<file path="src/design/tgf_ram.sv">
// generic single write port, single read port ram with registered read
// no dependencies
`default_nettype none

module tgf_ram #(
  parameter int WIDTH = 8,
  parameter int DEPTH = 16
) (
  input  wire logic                     clk,
  input  wire logic                     we,
  input  wire logic [$clog2(DEPTH)-1:0] waddr,
  input  wire logic [WIDTH-1:0]         wdata,
  input  wire logic [$clog2(DEPTH)-1:0] raddr,
  output logic      [WIDTH-1:0]         rdata
);

  logic [WIDTH-1:0] mem [DEPTH];

  always_ff @(posedge clk) begin
    if (we) begin
      mem[waddr] <= wdata;
    end
    rdata <= mem[raddr];
  end

endmodule

`default_nettype wire

</file>
<file path="config.mk">
export PLATFORM = sky130hd
export DESIGN_NAME = tgf_ram
export DESIGN_NICKNAME = d
export VERILOG_FILES = /design/src/design/tgf_ram.sv
export SDC_FILE = /design/constraint.sdc
export NUM_CORES = 1
export LEC_CHECK = 0
export BUFFER_PORTS_ARGS = -buffer_cell sky130_fd_sc_hd__buf_2
export CORE_UTILIZATION = 45
export CTS_BUF_LIST = sky130_fd_sc_hd__clkbuf_4
export DETAILED_ROUTE_END_ITERATION = 10
export SLEW_MARGIN = 20
export SYNTH_ARGS = -nofsm -noshare
export SYNTH_HDL_FRONTEND = slang
export SYNTH_SLANG_ARGS = --single-unit
</file>
<file path="constraint.sdc">
create_clock -name clk -period 2.1 [get_ports clk]
set_input_delay 0.21 -clock clk [delete_from_list [all_inputs] [get_ports clk]]
set_output_delay 0.21 -clock clk [all_outputs]
set_load 0.02 [all_outputs]
</file>
* Word-level counts from Yosys, hierarchy flattened
Memories as Yosys holds them, arrays and structs flattened. A register that Yosys moved wholly into a read port is not among the register bits.
Cells that the tools add are included.
** Word-level totals
- Bits in registers :: 0
- RAM bits :: 128
- Bits of input ports :: 18
- Output and inout port bits :: 8
- Word-level logic and storage cells :: 3
- Memories :: 1
** Cells by class
- Mux-type cells :: 2
** Memories
- mem :: words 16, width 8, read ports 1, clocked after memory_dff 1, write ports 1, line 17 : logic [WIDTH-1:0] mem [DEPTH];
** Operator list (number)
- 1-bit 2-to-1 mux :: 2

* Logic depth before layout (Yosys ltp)
- Word-level depth :: 2
- Mapped depth :: 5
- Gate-level depth less buffers :: 3

* Worst setup path before layout
No wires, ideal clock.
- Path kind :: input to register
- Start point :: in waddr[2]
- End point :: mem mem[0][0], enable pin
- Library setup time :: 0.383 ns
- Arrival time :: 1.320 ns
- Data required time :: 1.717 ns
- Setup slack :: 0.397 ns
- Cell stages on the path :: 2
- Cells stage by stage :: or3b_2 > nor3_1
** RTL lines
- from (decl) :: line 11 : input wire logic [$clog2(DEPTH)-1:0] waddr,
- to (decl) :: line 17
Straight into the memory's write port.

==> key figures <==
Pwr
  • Peak supply drop: roughly 0.38 mV
  • Pleak: 1.98 nW
  • PD cells: a little under 900 nW/um^2

Outcome
  • Status: complete, no violations

GRT
  • Largest net degree at the start of global routing: 33
  • Number of global-route vias before repair: 2507
  • GRT Resource Usage Total: 17.7%
  • First-pass GRT wire length: 14200 microns
  • Initial antenna violation count: 0
  • Total congestion overflow: 0

Logic synthesis
  • Synth Cell Area: 5150 sq um
  • Synthesized netlist cell count: 229
  • Count of cell types in the netlist: 19
  • Avg Synthesized Cell Area: about 22 sq um
  • Syn Nets: ~250
  • Seq/Total Area, Yosys: between 70% and 80%
  • Synth warnings: 0
  • Register bit total from synthesis: 136

Die
  • Row cnt: 38
  • Die area: 11900 sq um
  • Io pins: 26
  • Core Box Area: 11000 sq um
  • Die X: 109 microns
  • Vert. Die Dim: 109 microns
  • Initial Utilization: 46.9%

Timing
  • Finish-stage setup viols: 0
  • Post-route minimum period: 1.34 ns
  • Worst slew pin tran: 0.435 ns
  • Post-route clock period utilization: between 60% and 70%
  • Final Hold Fails: 0
  • Fmax: roughly 740 MHz
  • Skew final: 0.0152 ns
  • Setup TNS Final: 0 ns
  • Final slew viol count: 0
  • Worst relative slew slack: between 70% and 80%
  • Unrepaired setup endpoints after global routing: false

Drt
  • DR vias/cell: 5.50
  • Via count: 2402
  • Drt drc: 0
  • Starting DRC count in detailed routing: between 100 and 150
  • Router iterations before antenna repair: 4
  • Drt total wl: 9090 microns
  • Per-cell routed wire length: around 21 microns
  • Final ANT Viol Nets: 0

Flow run
  • Max_cap viols: 0

Cells and area
  • Fin cells: ~440
  • Area Growth Syn to Fin: 13.8%
  • Layout cells sized above 1: a little under a third
  • N_diodes: 0
  • Final Net Count: 302

Setup path
  • Setup crit start kind: flop
  • Critical Path Max Stage Delay: 0.54 ns
  • WP buf/inv: 0
  • WP data required: about 2.5 ns
  • Slowest stage cell, crit path: mux4_1
  • Family with the most delay on the worst path: multiplexers
  • Worst setup EP type: flop
  • Worst setup path category: flop to flop
  • CP cell instances: mux4_1 -> a22oi_1 -> nand2_1
  • CP Depth: 3
  • Worst-path fanout max: 1
  • Worst r2r path cells: 3
  • Worst EP arrival: approximately 1.8 ns

Clock network
  • CTS Buf Count: 17
  • Post-CTS Setup Inserts: 0
  • Hold buffer count at cts: 0
  • Clk sinks: 136
  • Htree depth: 4
  • Worst-path clk slew: 0.11 ns
  • Maximum clock insertion buffer count: 2
  • Clock Root Buffer: clkbuf_4
  • CTS tree: yes
  • Clock Latency Late Sink: about 0.51 ns
  • Post-CTS sizing: 0

Placed design
  • Placed insts: 405
  • Dpl hpwl: 5910 microns
  • # port buffers: 25
  • Placer congestion estimate: 0.754

Worst hold path
  • Worst hold stages: 1
  • Hold/Removal Path Class: input pin to flop
[layer usage]
layer | vias up | track usage [%] | wire length, microns
met5 | - | 0 | 0
met2 | 63 | 27.3 | 4570
met1 | 1246 | 23.2 | 4000
met3 | 11 | 4.18 | 384
met4 | 0 | 9.85 | 133
li1 | 1082 | - | -
[state kept, by name (all words and copies together), names as in the netlist]
name / flops
mem: 128
rdata: 8
[cells in the mapped netlist]
cell type,number,area [sq um]
mux4_1,14,368
mux4_2,18,405
dfxtp_1,8,160
nand2_1,9,33.8
and2_1,1,6.26
clkdlybuf4s25_2,3,30.0
nand3_1,1,5.00
and2b_1,1,7.51
nor3_1,4,20.0
nand3b_1,2,15.0
or3b_2,1,8.76
a22oi_1,16,120
buf_4,1,7.51
edfxtp_1,128,3840
nor2b_1,1,6.26
nand2b_1,2,12.5
buf_2,3,15.0
buf_6,3,33.8
nor2_1,13,48.8
[power breakdown]
group          total [W]  switching (W)  internal, W
logic           0.000295       0.000170     0.000124
clock network    0.00183       0.000852     0.000982
registers        0.00304      0.0000159      0.00303
total            0.00517        0.00104      0.00413
[through the flow]
step	power [W]	hold slack (ns)	worst slack, ns	util [%]	area [sq um]
finish	0.00517	0.0654	0.757	53.3	5860
global route	0.00536	0.0137	0.668	53.3	5860
CTS	0.00523	0.00490	0.725	53.3	5860
detailed placement	0.00341	0.601	0.420	50.5	5540
global placement	0.00340	0.594	0.428	50.5	5540
floorplan	0.00328	0.309	0.397	-	5150
[cell type report]
type,instances,area [sq um]
Multi-Input combinational cell,83,1060
Fill cell,853,5130
Clock inverter,11,154
Timing Repair Buffer,46,308
Clock buffer,21,158
Tap cell,140,175
Sequential cell,136,4000
[cell families (layout without fill, tap and decap cells)]
family	Yosys count	count (layout)	synth area share [%]
compound gates	16	16	2.33
buf+inv	10	78	1.68
flops	136	136	77.8
mux	32	32	15.0
simple gates	35	35	3.18
[path summary, 6_finish.rpt]
| kind | start | slack, ns | endpoint |
|---|---|---|---|
| setup reg to reg | mem[5][3]$_DFFE_PP_ | 0.76 | rdata[3]$_DFF_P_ |
| setup / recovery | mem[5][3]$_DFFE_PP_ | 0.76 | rdata[3]$_DFF_P_ |
| hold / removal | wdata[4] | 0.07 | mem[11][4]$_DFFE_PP_ |
| hold reg to reg | mem[15][1]$_DFFE_PP_ | 0.67 | rdata[1]$_DFF_P_ |
[cell usage in the layout, fill, tap and decap left out]
master / n
clkinv_1: 3
buf_4: 19
nand3_1: 1
nor2_1: 13
clkbuf_4: 21
bufinv_16: 4
nand2b_1: 2
dfxtp_1: 8
buf_12: 2
nor3_1: 4
a22oi_1: 16
nand2_1: 9
nor2b_1: 1
buf_2: 25
clkinv_2: 3
and2_1: 1
edfxtp_1: 128
or3b_2: 1
mux4_1: 14
mux4_2: 18
and2b_1: 1
nand3b_1: 2
clkinvlp_4: 1
Note: power is estimated with default switching activity, not from simulation.
